## src/mco_pkg.sv

```systemverilog
// Package for the midpoint circle outline block: widths, queue sizing,
// the step record passed from front to back, and queue status struct.
// No dependencies.
package mco_pkg;

    localparam int COORD_WIDTH     = 15;
    localparam int RADIUS_WIDTH    = 14;
    localparam int COLOR_WIDTH     = 32;
    localparam int PIX_W           = COORD_WIDTH + 1;
    localparam int MAJ_W           = RADIUS_WIDTH + 2;
    localparam int MIN_W           = RADIUS_WIDTH + 1;
    localparam int ERR_W           = RADIUS_WIDTH + 3;
    localparam int SUM_W           = (PIX_W > MAJ_W) ? PIX_W : MAJ_W;
    localparam int POINTS_PER_STEP = 8;
    localparam int PT_W            = $clog2(POINTS_PER_STEP);
    localparam int QUEUE_DEPTH     = 2;
    localparam int Q_AW            = $clog2(QUEUE_DEPTH);
    localparam int Q_CW            = $clog2(QUEUE_DEPTH + 1);

    localparam logic CMD_START = 1'b0;
    localparam logic CMD_STEP  = 1'b1;

    // One step's worth of work: offsets before the update, plus end flag.
    typedef struct packed {
        logic signed [COORD_WIDTH-1:0] cx;
        logic signed [COORD_WIDTH-1:0] cy;
        logic signed [MAJ_W-1:0]       maj;
        logic [MIN_W-1:0]              min;
        logic [COLOR_WIDTH-1:0]        color;
        logic                          done;
    } t_step;

    typedef struct packed {
        logic empty;
        logic full;
    } t_q_stat;

endpackage

```

## src/mco_front.sv

```systemverilog
// Front end: accepts command words, holds the circle's running terms and
// pushes one step record per drawing step. Depends on mco_pkg.
module mco_front (
    input  logic                                i_clk,
    input  logic                                i_rst_n,
    input  logic                                i_valid,
    output logic                                o_ready,
    input  logic                                i_command,
    input  logic signed [mco_pkg::COORD_WIDTH-1:0] i_center_x,
    input  logic signed [mco_pkg::COORD_WIDTH-1:0] i_center_y,
    input  logic [mco_pkg::RADIUS_WIDTH-1:0]    i_radius,
    input  logic [mco_pkg::COLOR_WIDTH-1:0]     i_color,
    input  mco_pkg::t_q_stat                    i_q_stat,
    output logic                                o_push,
    output mco_pkg::t_step                      o_push_data
);

    logic signed [mco_pkg::COORD_WIDTH-1:0] r_cx, r_cy;
    logic signed [mco_pkg::MAJ_W-1:0]       r_maj, n_maj;
    logic [mco_pkg::MIN_W-1:0]              r_min, n_min;
    logic [mco_pkg::MAJ_W-1:0]              r_step_maj, n_step_maj;
    logic [mco_pkg::MAJ_W-1:0]              r_step_min, n_step_min;
    logic signed [mco_pkg::ERR_W-1:0]       r_err, n_err;
    logic [mco_pkg::MIN_W-1:0]              r_twice;
    logic [mco_pkg::COLOR_WIDTH-1:0]        r_color;
    logic                                   r_active;

    logic                                   accept;
    logic signed [mco_pkg::ERR_W-1:0]       e1;
    logic signed [mco_pkg::ERR_W-1:0]       sm_ext, smj_ext, twice_ext;
    logic signed [mco_pkg::MAJ_W-1:0]       min_s;
    logic                                   done;

    assign o_ready = !i_q_stat.full;
    assign accept  = i_valid && o_ready;

    assign sm_ext    = mco_pkg::ERR_W'(r_step_min);
    assign twice_ext = mco_pkg::ERR_W'(r_twice);

    // Minor-axis update, then major-axis update on the refreshed error.
    always_comb begin
        n_min      = r_min;
        n_step_min = r_step_min;
        e1         = r_err;
        if (r_err <= 0) begin
            n_min      = r_min + mco_pkg::MIN_W'(1);
            n_step_min = r_step_min + mco_pkg::MAJ_W'(2);
            e1         = r_err + sm_ext;
        end
        n_maj      = r_maj;
        n_step_maj = r_step_maj;
        n_err      = e1;
        if (e1 > 0) begin
            n_maj      = r_maj - mco_pkg::MAJ_W'(1);
            n_step_maj = r_step_maj + mco_pkg::MAJ_W'(2);
            n_err      = e1 + smj_ext - twice_ext;
        end
    end

    assign smj_ext = mco_pkg::ERR_W'(r_step_maj + mco_pkg::MAJ_W'(2));
    assign min_s   = mco_pkg::MAJ_W'(n_min);
    assign done    = n_maj < min_s;

    assign o_push = accept && (i_command == mco_pkg::CMD_STEP) && r_active;

    always_comb begin
        o_push_data.cx    = r_cx;
        o_push_data.cy    = r_cy;
        o_push_data.maj   = r_maj;
        o_push_data.min   = r_min;
        o_push_data.color = r_color;
        o_push_data.done  = done;
    end

    always_ff @(posedge i_clk) begin
        if (!i_rst_n) begin
            r_active <= 1'b0;
        end else if (accept && i_command == mco_pkg::CMD_START) begin
            r_active <= (i_radius != '0);
        end else if (o_push && done) begin
            r_active <= 1'b0;
        end
    end

    always_ff @(posedge i_clk) begin
        if (accept && i_command == mco_pkg::CMD_START) begin
            r_cx       <= i_center_x;
            r_cy       <= i_center_y;
            r_color    <= i_color;
            r_twice    <= {i_radius, 1'b0};
            r_maj      <= mco_pkg::MAJ_W'(i_radius) - mco_pkg::MAJ_W'(1);
            r_min      <= '0;
            r_step_maj <= mco_pkg::MAJ_W'(1);
            r_step_min <= mco_pkg::MAJ_W'(1);
            r_err      <= mco_pkg::ERR_W'(1) - mco_pkg::ERR_W'({i_radius, 1'b0});
        end else if (o_push) begin
            r_maj      <= n_maj;
            r_min      <= n_min;
            r_step_maj <= n_step_maj;
            r_step_min <= n_step_min;
            r_err      <= n_err;
        end
    end

endmodule

```

## src/mco_queue.sv

```systemverilog
// Short register queue of step records between front and back.
// Depends on mco_pkg.
module mco_queue (
    input  logic              i_clk,
    input  logic              i_rst_n,
    input  logic              i_push,
    input  mco_pkg::t_step    i_push_data,
    input  logic              i_pop,
    output mco_pkg::t_step    o_head,
    output mco_pkg::t_q_stat  o_stat
);

    mco_pkg::t_step               r_mem [mco_pkg::QUEUE_DEPTH];
    logic [mco_pkg::Q_AW-1:0]     r_wr, r_rd;
    logic [mco_pkg::Q_CW-1:0]     r_cnt;

    assign o_head       = r_mem[r_rd];
    assign o_stat.empty = (r_cnt == '0);
    assign o_stat.full  = (r_cnt == mco_pkg::Q_CW'(mco_pkg::QUEUE_DEPTH));

    always_ff @(posedge i_clk) begin
        if (i_push) begin
            r_mem[r_wr] <= i_push_data;
        end
    end

    always_ff @(posedge i_clk) begin
        if (!i_rst_n) begin
            r_wr  <= '0;
            r_rd  <= '0;
            r_cnt <= '0;
        end else begin
            if (i_push) begin
                r_wr <= (r_wr == mco_pkg::Q_AW'(mco_pkg::QUEUE_DEPTH - 1)) ? '0
                                                                          : r_wr + 1'b1;
            end
            if (i_pop) begin
                r_rd <= (r_rd == mco_pkg::Q_AW'(mco_pkg::QUEUE_DEPTH - 1)) ? '0
                                                                          : r_rd + 1'b1;
            end
            case ({i_push, i_pop})
                2'b10:   r_cnt <= r_cnt + 1'b1;
                2'b01:   r_cnt <= r_cnt - 1'b1;
                default: r_cnt <= r_cnt;
            endcase
        end
    end

endmodule

```

## src/mco_back.sv

```systemverilog
// Back end: walks the eight mirrored points of the head step record and
// drives the registered point output. Depends on mco_pkg.
module mco_back (
    input  logic                                 i_clk,
    input  logic                                 i_rst_n,
    input  mco_pkg::t_step                       i_head,
    input  mco_pkg::t_q_stat                     i_q_stat,
    output logic                                 o_pop,
    output logic                                 o_valid,
    input  logic                                 i_ready,
    output logic signed [mco_pkg::PIX_W-1:0]     o_pixel_x,
    output logic signed [mco_pkg::PIX_W-1:0]     o_pixel_y,
    output logic [mco_pkg::COLOR_WIDTH-1:0]      o_pixel_color,
    output logic                                 o_last_of_step,
    output logic                                 o_circle_done
);

    logic [mco_pkg::PT_W-1:0]          r_pt;
    logic                              r_valid;
    logic                              load;
    logic                              last_pt;
    logic signed [mco_pkg::SUM_W-1:0]  a_ext, b_ext, cx_ext, cy_ext, u, v;
    logic signed [mco_pkg::SUM_W-1:0]  x_sum, y_sum;

    assign load    = !i_q_stat.empty && (!r_valid || i_ready);
    assign last_pt = (r_pt == mco_pkg::PT_W'(mco_pkg::POINTS_PER_STEP - 1));
    assign o_pop   = load && last_pt;
    assign o_valid = r_valid;

    assign a_ext  = mco_pkg::SUM_W'(i_head.maj);
    assign b_ext  = mco_pkg::SUM_W'({1'b0, i_head.min});
    assign cx_ext = mco_pkg::SUM_W'(i_head.cx);
    assign cy_ext = mco_pkg::SUM_W'(i_head.cy);

    // Point order: bit 2 swaps the axes, bit 1 negates x, bit 0 keeps y positive.
    always_comb begin
        u     = r_pt[2] ? b_ext : a_ext;
        v     = r_pt[2] ? a_ext : b_ext;
        x_sum = r_pt[1] ? cx_ext - u : cx_ext + u;
        y_sum = r_pt[0] ? cy_ext + v : cy_ext - v;
    end

    always_ff @(posedge i_clk) begin
        if (!i_rst_n) begin
            r_valid <= 1'b0;
            r_pt    <= '0;
        end else begin
            if (load) begin
                r_valid <= 1'b1;
                r_pt    <= r_pt + 1'b1;
            end else if (i_ready) begin
                r_valid <= 1'b0;
            end
        end
    end

    always_ff @(posedge i_clk) begin
        if (load) begin
            o_pixel_x      <= mco_pkg::PIX_W'(x_sum);
            o_pixel_y      <= mco_pkg::PIX_W'(y_sum);
            o_pixel_color  <= i_head.color;
            o_last_of_step <= last_pt;
            o_circle_done  <= last_pt && i_head.done;
        end
    end

endmodule

```

## src/midpoint_circle_outline.sv

```systemverilog
// Top level of the midpoint circle outline rasterizer.
// Depends on mco_pkg, mco_front, mco_queue and mco_back.
//
// Usage:
//   Input channel (i_valid / o_ready) takes one command word per handshake.
//   A start word (i_command = 0) latches center, radius and color and
//   primes the running terms; it produces no output. A step word
//   (i_command = 1) on an active circle produces eight point words on the
//   output channel (o_valid / i_ready); a step with no circle in progress
//   produces nothing. A start of radius zero leaves no circle in progress.
//   The eighth point of each step carries o_last_of_step, and the eighth
//   point of the step that closes the circle also carries o_circle_done.
// Path: with the back end idle, the record of an accepted step word enters
//   the queue, and the back end loads the step's first point from the queue
//   head into the output register.
// Throughput: one point per cycle while i_ready is high and a step waits in
//   the queue; the single output register, fed at one point a cycle, sets that rate.
//   The front keeps taking words while the two-entry step queue has room,
//   so start words and the next step overlap the current step's points.
// Stall: while i_ready is low the output word holds and the queue fills;
//   o_ready drops once both queue entries are taken.
// Reset: i_rst_n low clears the queue, the output valid and the active
//   flag; no circle is in progress afterwards.
module midpoint_circle_outline (
    input  logic                                    i_clk,
    input  logic                                    i_rst_n,
    input  logic                                    i_valid,
    output logic                                    o_ready,
    input  logic                                    i_command,
    input  logic signed [mco_pkg::COORD_WIDTH-1:0]  i_center_x,
    input  logic signed [mco_pkg::COORD_WIDTH-1:0]  i_center_y,
    input  logic [mco_pkg::RADIUS_WIDTH-1:0]        i_radius,
    input  logic [mco_pkg::COLOR_WIDTH-1:0]         i_color,
    output logic                                    o_valid,
    input  logic                                    i_ready,
    output logic signed [mco_pkg::PIX_W-1:0]        o_pixel_x,
    output logic signed [mco_pkg::PIX_W-1:0]        o_pixel_y,
    output logic [mco_pkg::COLOR_WIDTH-1:0]         o_pixel_color,
    output logic                                    o_last_of_step,
    output logic                                    o_circle_done
);

    // Step records flow front -> queue -> back.
    logic              push, pop;
    mco_pkg::t_step    push_data, head;
    mco_pkg::t_q_stat  q_stat;

    // Accept words, advance the circle terms, emit step records.
    mco_front u_front (
        .i_clk       (i_clk),
        .i_rst_n     (i_rst_n),
        .i_valid     (i_valid),
        .o_ready     (o_ready),
        .i_command   (i_command),
        .i_center_x  (i_center_x),
        .i_center_y  (i_center_y),
        .i_radius    (i_radius),
        .i_color     (i_color),
        .i_q_stat    (q_stat),
        .o_push      (push),
        .o_push_data (push_data)
    );

    // Hold pending steps so either side can stall alone.
    mco_queue u_queue (
        .i_clk       (i_clk),
        .i_rst_n     (i_rst_n),
        .i_push      (push),
        .i_push_data (push_data),
        .i_pop       (pop),
        .o_head      (head),
        .o_stat      (q_stat)
    );

    // Expand each step into its eight mirrored points.
    mco_back u_back (
        .i_clk          (i_clk),
        .i_rst_n        (i_rst_n),
        .i_head         (head),
        .i_q_stat       (q_stat),
        .o_pop          (pop),
        .o_valid        (o_valid),
        .i_ready        (i_ready),
        .o_pixel_x      (o_pixel_x),
        .o_pixel_y      (o_pixel_y),
        .o_pixel_color  (o_pixel_color),
        .o_last_of_step (o_last_of_step),
        .o_circle_done  (o_circle_done)
    );

endmodule

```

## config.mk

```make
export PLATFORM = sky130hd
export DESIGN_NAME = midpoint_circle_outline
export DESIGN_NICKNAME = d
export VERILOG_FILES = /design/src/mco_pkg.sv /design/src/mco_front.sv /design/src/mco_queue.sv /design/src/mco_back.sv /design/src/midpoint_circle_outline.sv
export SDC_FILE = /design/constraint.sdc
export NUM_CORES = 1
export LEC_CHECK = 0
export BUFFER_PORTS_ARGS = -buffer_cell sky130_fd_sc_hd__buf_2
export CAP_MARGIN = 10
export CORE_UTILIZATION = 61
export DETAILED_ROUTE_END_ITERATION = 12
export GPL_TIMING_DRIVEN = 1
export PLACE_DENSITY_LB_ADDON = 0.12
export SYNTH_ARGS = -nofsm -noshare
export SYNTH_HDL_FRONTEND = slang
export SYNTH_HIERARCHICAL = 1
export SYNTH_SLANG_ARGS = --single-unit
```

## constraint.sdc

```tcl
create_clock -name i_clk -period 8 [get_ports i_clk]
set_input_delay 0.8 -clock i_clk [delete_from_list [all_inputs] [get_ports i_clk]]
set_output_delay 0.8 -clock i_clk [all_outputs]
set_load 0.01 [all_outputs]
```

# Word level (Yosys, flattened, before mapping)
# Memory sizes are Yosys's and may differ from the RTL's. A register that Yosys moved wholly into a read port is not among the register bits.
# Index checks and enable logic that the tools add are counted.
# W data, S select, Z words.
[word_totals]
register_bits = 231
ram_bits = 188
out_inout_bits = 68
wordCells = 91
memories = 1
[op_classes]
n_addsub = 19
magnitude_cmp = 3
eq_ne = 4
muxes = 23
n_bitwise = 1
n_reduce_logical = 20
[mem_list]
columns = ["memory", "depth", "word_bits", "rd", "rd_ports_with_merged_regs", "wr", "line", "rtl"]
rows = [
  ["u_queue.r_mem", 2, 94, 1, 1, 1, "mco_queue.sv:13", "mco_pkg::t_step r_mem [mco_pkg::QUEUE_DEPTH];"],
]
[op_table]
columns = ["op", "count"]
rows = [
  ["$mux W16", 7],
  ["$mux W17", 4],
  ["$add A17 B17 Y17", 2],
  ["$add A15 B16 Y16", 2],
  ["$add A16 B2 Y16 const B", 2],
  ["$sub A15 B16 Y16", 2],
  ["$add A16 B2 Y17 const B", 1],
  ["$gt A17 B1 Y1 const B", 1],
  ["$le A17 B1 Y1 const B", 1],
  ["$sub A17 B16 Y17", 1],
  ["$lt A16 B16 Y1", 1],
  ["$sub A1 B15 Y16 const A", 1],
  ["$sub A16 B2 Y16 const B", 1],
  ["$add A15 B1 Y15 const B", 1],
  ["$mux W15", 1],
  ["$sub A14 B1 Y15 const B", 1],
  ["$reduce_bool A14 Y1", 1],
  ["$mux W1", 10],
  ["$logic_and A1 B1 Y1", 8],
  ["$reduce_bool A2 Y1", 4],
  ["$eq A2 B2 Y1 const B", 2],
  ["$pmux W2 S2", 1],
  ["$reduce_and A2 Y1", 2],
  ["$add A3 B1 Y3 const B", 1],
  ["9 further kinds", 12],
]

# Logic depth before layout (Yosys ltp)
# Gate-level depths: netlist of run 1.
[logic_depth]
depth_word = 8
mapped_depth = 23
ltp_nobuf = 21

# Modules after synthesis
# Netlist of run 1, hierarchy kept.
[modules_own_cells]
columns = ["mod", "instances", "cells_each", "area_per_inst_um2", "seq_area_each_um2"]
rows = [
  ["mco_front", 1, 898, 9318.9, 4194.0],
  ["mco_queue", 1, 314, 6985.4, 5745.5],
  ["mco_back", 1, 442, 4762.1, 2062.0],
]

# Least setup slack after synthesis of run 1
# No wires, ideal clock.
[synth_timing]
path_kind = "input to register"
startpoint = "input i_valid"
endpoint = "memory u_queue/r_mem[0][0] (netlist bit) (enable)"
setup_ns = 0.549
arrival_time_ns = 5.779
t_required_ns = 7.451
slack_ns = 1.672
stages = 7
path_buffers = 2
path_cell_list = "and3_1 clkbuf_1 nand2_1 clkinv_1 clkbuf_1 inv_1 nor2_1"
[synth_via]
elab_chain_cells = 5
[synth_rtl]
columns = ["element", "line", "rtl"]
rows = [
  ["start, declared", "midpoint_circle_outline.sv:27", "input logic i_valid,"],
  ["$logic_and A1 B1 Y1", "mco_front.sv:35", "assign accept = i_valid && o_ready;"],
  ["$logic_and A1 B1 Y1 (2 in a row)", "mco_front.sv:64", "assign o_push = accept && (i_command == mco_pkg::CMD_STEP) && r_active;"],
  ["via push", "midpoint_circle_outline.sv:44", "logic push, pop;"],
  ["$mux W1", "mco_queue.sv:22", "if (i_push) begin"],
  ["$mux W1 (implied by the code)", "mco_queue.sv:23", "r_mem[r_wr] <= i_push_data;"],
  ["end, declared", "mco_queue.sv:13", ""],
]
# The timed path passes the listed nets, and every way through them passes these cells.

# Worst setup path in the final report of run 1
[layout_timing]
startpoint = "register u_front/r_err[4] (netlist bit)"
endpoint = "register u_front.r_active"
[layout_via]
elab_chain_cells = 7
word_cells_on_any_way = 9
cone_classes = "1 x add/sub; 3 x order compare; 3 x mux; 2 x reduce/logical"
[layout_rtl]
columns = ["element", "line", "rtl"]
rows = [
  ["start, declared", "mco_front.sv:23", "logic signed [mco_pkg::ERR_W-1:0] r_err, n_err;"],
  ["start signal, assigned", "mco_front.sv:95", "r_err <= mco_pkg::ERR_W'(1) - mco_pkg::ERR_W'({i_radius, 1'b0});"],
  ["start signal, assigned", "mco_front.sv:101", "r_err <= n_err;"],
  ["$add A17 B17 Y17 or $le A17 B1 Y1 (tied branches)", "mco_front.sv:48, mco_front.sv:45", ""],
  ["$mux W17", "mco_front.sv:45", "if (r_err <= 0) begin"],
  ["$gt A17 B1 Y1", "mco_front.sv:53", "if (e1 > 0) begin"],
  ["$mux W16", "mco_front.sv:53", ""],
  ["$lt A16 B16 Y1 *", "mco_front.sv:62", "assign done = n_maj < min_s;"],
  ["$logic_and A1 B1 Y1 *", "mco_front.sv:80", "end else if (o_push && done) begin"],
  ["$reduce_bool A2 Y1 (no line) *", "-", ""],
  ["end signal, assigned", "mco_front.sv:79", "r_active <= (i_radius != '0);"],
  ["end, declared", "mco_front.sv:26", "logic r_active;"],
]
# Every way passes the cells marked *; elsewhere a longest branch is shown, timed or not.
# A chain may end at the register's enable or synchronous reset.

==> impl_metrics.py, run 1 <==
metrics = {
    "run_status": {
        "outcome": "complete, no violations",
    },
    "timing": {
        "fin_crit_ps": 5520,
        "max_slew.worst_pin.slew_ps": 1070,
        "slew_viol_final": 0,
        "setup_viol": 0,
        "timing.slew.headroom_pct": 28.5,
        "hold_viol_final": 0,
        "rsz0062_at_grt": "false",
        "setup-tns-final_ps": 0,
        "fmaxAchievable_mhz": 181,
        "whs_ps": 395,
        "period_share_pct": 69.0,
        "skew_ps": 25.0,
    },
    "synth": {
        "syn_area_um2": 21100,
        "synthTopCellsByArea": "edfxtp_1 (52%), ha_1 (6.1%), mux2_2 (5.3%), dfxtp_1 (5.2%), xnor2_1 (3.4%)",
        "synth_ff_type": "edfxtp_1",
        "synth_edf_count": 363,
        "yosysTopAreaCell": "edfxtp_1",
        "ys_types": 88,
        "synthArstFlopShare_pct": 0,
        "yosysWarningCount": 6,
        "postSynthAreaPerCell_um2": 12.7,
        "synth_top_area_share_pct": 51.7,
        "ys_seq_area_share_pct": 57.0,
        "ys_seq_elements": 418,
        "syn_inst": 1654,
        "synth_fp_nets": 1855,
    },
    "cts": {
        "clock-sinks": 418,
        "cts_buffer_depth": 3,
        "hold_buffers": 0,
        "htreeDepth": 2,
        "insertion_delay_ps": 580,
        "cts-buffers-inserted": 43,
        "cts_setup_buffers": 0,
        "cts.reportedPaths.clkPinSlew_ps": 70,
        "cts_resized": 0,
        "cts_tree": "done",
        "cts_root_buffer": "clkbuf_16",
    },
    "critical_path": {
        "cp.required_ps": 8530,
        "worstSetupEndpointType": "flip-flop",
        "start_kind": "flip-flop",
        "arrival_ps": 6050,
        "critPathBufInv": 1,
        "worstPathMaxFanout": 48,
        "slowest_delay_ps": 910,
        "cp_cell_sequence": "nor4_1 -> a41o_1 -> o21ai_0 -> a211oi_1 -> a2111oi_2 -> a21oi_4 -> buf_4 -> nand4_1 -> xnor2_1 -> ha_1 -> and4_1 -> o21ai_0 -> a211oi_1 -> nand2_1 -> a21oi_1 -> o311ai_0 -> a21oi_1 -> o21a_1",
        "path_delay_family": "compound AO/OA/AOI/OAI gates",
        "critPathSlowestCell": "a41o_1",
        "path_class": "flip-flop to flip-flop",
    },
    "floorplanning": {
        "die_y_um": 188,
        "dieArea_um2": 35300,
        "start_util_pct": 62.4,
        "rows": 67,
        "core_um2": 33800,
        "ioPinCount": 149,
        "die_w_um": 188,
    },
    "finish": {
        "nFillCells": 2388,
        "fin_nets": 2008,
        "instances_no_fill": 2290,
        "layout-drive-gt1-share_pct": 19.8,
        "diodes": 0,
        "final_cell_mix": "edfxtp_1 (363), buf_2 (148), nor2_1 (109), ha_1 (102), mux2_2 (99)",
        "area_growth_syn_to_layout_pct": 12.0,
        "layout.cells.most_common": "edfxtp_1",
    },
    "detailed_routing": {
        "wl_per_cell_um": 20.2,
        "remaining_drc_errors": 0,
        "antenna_left": 0,
        "dr.pass1.iters": 5,
        "drt_iter0_drc": 824,
        "via_per_inst": 5.88,
        "totalWireLength_um": 46300,
        "num_vias": 13474,
    },
    "hold_path": {
        "hp-class": "primary input to flip-flop",
    },
    "grt": {
        "grt_max_degree": 68,
        "grt_antenna_before_repair": 1,
        "grt_pass1_wl_um": 72400,
        "grt_pass1_vias": 13464,
        "track_usage_pct": 26.6,
        "grt.overflow.total": 0,
    },
    "place": {
        "hpwl_um": 32500,
        "placed_cells": 2210,
        "port_buffers": 148,
        "gp_congestion": 0.895,
    },
    "power_and_ir_drop": {
        "p_total_w": 0.00519,
        "vdd_drop_max_uv": 228,
        "p_leak_nw": 8.69,
        "powerDensity_nw_per_um2": 220,
    },
    "run": {
        "drv_cap": 0,
    },
}
[worst paths after layout]
path / to / start / slack [ps] / cells after the start
setup reg to reg: u_front/r_active$_SDFFE_PN0P_ / u_front/r_err[4]$_DFFE_PP_ / 2480 / 18
hold / removal: u_front/r_color[2]$_DFFE_PP_ / i_color[2] / 390 / 1
hold reg to reg: u_queue/r_mem[1][32]$_DFFE_PP_ / u_front/r_color[31]$_DFFE_PP_ / 430 / 0
setup / recovery: u_front/r_active$_SDFFE_PN0P_ / u_front/r_err[4]$_DFFE_PP_ / 2480 / 18
[where the power goes]
part           switching [W]  internal (W)  total, W
logic               0.000434      0.000309  0.000743
clock network       0.000833       0.00111   0.00194
registers          0.0000525       0.00245   0.00251
total                0.00132       0.00387   0.00519
[kinds of logic (layout without fill, tap and decap cells)]
| group | after synthesis | count (layout) | synth area share (%) |
|---|---|---|---|
| compound gates | 314 | 314 | 10.0 |
| xor+xnor | 133 | 133 | 5.53 |
| simple gates | 395 | 395 | 9.63 |
| mux | 139 | 139 | 7.31 |
| buf+inv | 135 | 323 | 2.76 |
| flops | 418 | 418 | 57.0 |
| fa+ha+maj | 120 | 120 | 7.77 |
[layout make-up]
cell class / count / area, um^2 / area share (%)
Sequential cell: 418 / 12000 / 50.9
Multi-Input combinational cell: 1101 / 8510 / 36.1
Clock buffer: 57 / 1170 / 4.96
Timing Repair Buffer: 160 / 831 / 3.52
Tap cell: 448 / 561 / 2.38
Inverter: 83 / 314 / 1.33
Clock inverter: 23 / 199 / 0.843
[synth_stat cells, types with 7 or more instances]
master and n:
edfxtp_1 363, nor2_1 110, ha_1 102, mux2_2 99, a21oi_1 92, inv_1 82, xnor2_1 81, nand2_1 74
dfxtp_1 55, xor2_1 52, o21ai_0 51, mux2i_1 38, nand3_1 36, nor3_1 34, a21o_1 29, clkbuf_1 22
o21a_1 22, fa_1 18, nand4_1 18, or3_1 18, a211oi_1 17, and3_1 17, buf_2 17, and2_1 14
nand2b_1 13, a31oi_1 12, nor2b_1 12, nor4_1 11, buf_4 8, a311oi_1 7, a31o_2 7
[through the flow]
stage / utilization (%) / cell area [um^2] / worst slack, ps
6_report: 69.8 / 23600 / 2480
5_1_grt: 69.8 / 23600 / 2000
4_1_cts: 69.8 / 23600 / 2510
3_5_place_dp: 65.8 / 22200 / 2550
3_3_place_gp: 65.8 / 22200 / 2580
2_1_floorplan: - / 21100 / 1670
[sequential cells by signal (all words and copies together) (netlist names), 2 cells and up, named ones only]
name                  count
u_back/o_pixel_color     32
u_front/r_err            17
u_front/r_cx             15
u_queue/r_mem           188
u_back/r_pt               3
u_back/o_pixel_x         16
u_front/r_step_min       15
u_back/o_pixel_y         16
u_front/r_twice          14
u_front/r_min            15
u_front/r_color          32
u_front/r_cy             15
u_front/r_step_maj       15
u_front/r_maj            16
u_queue/r_cnt             2
[per-layer routing]
layer	global-route usage [%]	vias to the layer above	share of wire [%]
li1	-	6508	-
met1	33.0	6522	42
met2	46.7	342	50
met3	4.19	100	4.5
met4	10.1	2	3.4
met5	0	-	0.028
Power figures use the tool's default switching activity.
==> inputs of run 2 (changes only) <==
- ABC_AREA: default -> 1
- CORE_UTILIZATION: 61 -> 55
- clock period: 8 -> 4.9 ns (I/O delays scaled with it)
==> run 2 against run 1 <==
Effect of this change: first-iteration DRC count down 1.5%; synthesized cell count grew 25%; clock power is 80% higher; routed wire length is 3.3% higher; design area up 4.5%; power rose by 64%; critical path type unchanged; core utilization fell by 6.2 points; flip-flop and latch count unchanged; clock skew rose by 4.5 ps; clock-buffer cell count is 5 lower.
==> impl_metrics.py, run 2 <==
metrics = {
    "run_status": {
        "outcome": "complete, no violations",
    },
    "timing": {
        "slew_viol_final": 0,
        "final.setup.worst_slack_ps": 248,
        "rsz0062_at_grt": "true",
        "period_share_pct": 94.9,
        "timing.slew.headroom_pct": 40.2,
        "max_slew.worst_pin.slew_ps": 887,
        "setup_viol": 0,
        "hold_viol_final": 0,
        "skew_ps": 29.5,
        "fin_crit_ps": 4650,
        "fmaxAchievable_mhz": 215,
    },
    "finish": {
        "top_register": "u_queue/r_mem",
        "area_growth_syn_to_layout_pct": 14.1,
        "diodes": 0,
        "fin_area_um2": 24700,
        "reg_top3": "u_queue/r_mem: 188 flops, u_back/o_pixel_color: 32 flops, u_front/r_color: 32 flops",
        "fin_nets": 2454,
        "final_cell_mix": "nand2_1 (431), edfxtp_1 (363), inv_1 (266), buf_2 (148), nor2_1 (140)",
        "fin_util_pct": 63.7,
        "layout.cells.most_common": "nand2_1",
        "largest_reg_flops": 188,
        "layout-drive-gt1-share_pct": 19.1,
    },
    "critical_path": {
        "critPathBufInv": 3,
        "r2r-start": "u_front/r_err[2]$_DFFE_PP_",
        "path_class": "flip-flop to flip-flop",
        "crit_cells": 29,
        "worstPathMaxFanout": 5,
        "start_kind": "flip-flop",
        "critical_path.startpoint": "u_front/r_err[2]$_DFFE_PP_",
        "cpMostUsedCell": "nand2_1",
        "worstSetupEndpointType": "flip-flop",
        "rrSetupSlack_ps": 250,
        "path_delay_family": "simple AND/OR/NAND/NOR gates",
        "r2r_end": "u_front/r_err[14]$_DFFE_PP_",
        "arrival_ps": 4970,
        "setup.worst_path.end": "u_front/r_err[14]$_DFFE_PP_",
        "reg2reg_depth": 29,
        "slowest_delay_ps": 470,
        "critPathSlowestCell": "edfxtp_1",
        "cp.required_ps": 5220,
    },
    "grt": {
        "grt.overflow.total": 0,
        "track_usage_pct": 24.1,
        "grt_antenna_before_repair": 0,
        "grt_pass1_vias": 14529,
        "grt_max_degree": 56,
        "grt_pass1_wl_um": 75700,
    },
    "synth": {
        "synth_commonest_cells": "nand2_1 (435), edfxtp_1 (363), inv_1 (267)",
        "ys_seq_elements": 418,
        "ys_types": 58,
        "yosysTopAreaCell": "edfxtp_1",
        "synthTopCellsByArea": "edfxtp_1 (50%), nand2_1 (7.6%), ha_1 (5.9%), dfxtp_1 (5.1%), mux2_2 (4.9%)",
        "synth_ff_type": "edfxtp_1",
        "synthArstFlopShare_pct": 0,
        "yosysWarningCount": 6,
        "postSynthAreaPerCell_um2": 10.5,
        "syn_area_um2": 21600,
        "yosysMostFrequentCell": "nand2_1",
        "syn_inst": 2064,
        "synth_fp_nets": 2265,
        "synth_top_area_share_pct": 50.4,
        "ys_seq_area_share_pct": 55.5,
        "synth_edf_count": 363,
    },
    "power_and_ir_drop": {
        "clockPowerShare_pct": 41.1,
        "netSwitchingFraction_pct": 24.2,
        "p_sw_w": 0.00207,
        "vdd_drop_max_uv": 281,
        "p_int_w": 0.00646,
        "seq_power_share_pct": 47.5,
        "p_leak_nw": 10.3,
        "powerDensity_nw_per_um2": 346,
        "comb_power_share_pct": 11.5,
    },
    "detailed_routing": {
        "drt_iter0_drc": 812,
        "dr.pass1.iters": 5,
        "wl_per_cell_um": 17.1,
        "via_per_inst": 5.23,
        "remaining_drc_errors": 0,
        "num_vias": 14663,
        "totalWireLength_um": 47900,
        "antenna_left": 0,
    },
    "place": {
        "placed_area_um2": 23000,
        "port_buffers": 148,
        "dpl_worst_slack_ps": 77.3,
        "hpwl_um": 35100,
        "gp_congestion": 0.929,
    },
    "cts": {
        "insertion_delay_ps": 590,
        "cts_buffer_depth": 3,
        "htreeDepth": 2,
        "cts-buffers-inserted": 44,
        "cts.reportedPaths.clkPinSlew_ps": 60,
        "cts_tree": "done",
        "hold_buffers": 0,
        "clock-sinks": 418,
        "cts_root_buffer": "clkbuf_16",
    },
    "floorplanning": {
        "start_util_pct": 55.8,
        "dieArea_um2": 40100,
        "rows": 72,
        "core_um2": 38700,
        "die_y_um": 200,
        "ioPinCount": 149,
        "die_w_um": 200,
    },
    "hold_path": {
        "hp-class": "primary input to flip-flop",
    },
    "run": {
        "drv_cap": 0,
    },
}
run 2: cell count changes after synthesis, sizes merged, moves of 35 or more:
cell	before	now
xnor2	81	14
nor2	110	157
inv	82	276
nand3	36	95
nand2	74	454
o21ai	56	91
mux2i	38	1
run 2: per-layer routing:
layer	track usage, %	routed length [um]	share of wire [%]
met5	0	0	0
met4	8.57	1540	3.2
met2	43.3	24400	51
met1	29.5	20400	43
met3	3.48	1530	3.2
run 2: layout make-up:
type                    instances  area, um^2
multi-input cells            1330        8400
well taps                     518         648
repair buffers                181        1010
clock inverters                29         402
flip-flops and latches        418       12000
clock buffers                  52        1130
fillers                      3148       14100
inverters                     278        1060
run 2: power by group through the flow:
stage | sequential [W] | combinational (W) | clock (W)
finish | 0.00405 | 0.000979 | 0.00350
global route | 0.00406 | 0.00111 | 0.00372
CTS | 0.00405 | 0.000935 | 0.00358
detailed placement | 0.00412 | 0.000926 | 0
global placement | 0.00411 | 0.000903 | 0
floorplan | 0.00411 | 0.000676 | 0
run 2: worst reg2reg max path: cells and delay by family, from the launching register on:
kind / cells / cell delay (ps)
simple gates: 15 / 1680
fa+ha+maj: 4 / 1190
flops: 1 / 470
compound gates: 7 / 840
buf+inv: 3 / 220
run 2: worst min path at each step:
stage,endpoint,depth (start not counted),startpoint
2_1_floorplan,u_queue/r_mem[0][10]$_DFFE_PP_,0,u_front/r_color[9]$_DFFE_PP_
3_3_place_gp,u_queue/r_mem[1][31]$_DFFE_PP_,0,u_front/r_color[30]$_DFFE_PP_
3_5_place_dp,u_queue/r_mem[0][15]$_DFFE_PP_,0,u_front/r_color[14]$_DFFE_PP_
4_1_cts,u_front/r_color[12]$_DFFE_PP_,1,i_color[12]
5_1_grt,u_front/r_color[12]$_DFFE_PP_,1,i_color[12]
6_report,u_front/r_color[12]$_DFFE_PP_,1,i_color[12]
run 2: per-stage QoR:
step / total power [W] / hold WS [ps] / instances / setup TNS (ps)
2_1_floorplan: 0.00479 / 421 / 2064 / 0
3_3_place_gp: 0.00502 / 422 / 2717 / 0
3_5_place_dp: 0.00505 / 429 / 2717 / 0
4_1_cts: 0.00856 / 32.6 / 2798 / 0
5_1_grt: 0.00888 / 41.3 / 2806 / -225
6_report: 0.00853 / 73.5 / 2806 / 0
run 2: cells by family (layout without fill, tap and decap cells):
group	count (synthesis)	count (layout)	synth area share, %
and+or+nand+nor	787	788	16.0
adders and majority gates	120	120	7.57
DFF	418	418	55.5
AOI/OAI and AO/OA	236	236	6.10
xor gates and xnor gates	91	91	3.69
muxes	95	95	4.94
buffers and inverters	317	540	6.21
run 2: timing repair:
| item | CTS | global route |
|---|---|---|
| setup endpoints to repair | 0 | 5 |
| gates resized for setup | 0 | 25 |
| setup buffers | 0 | 7 |
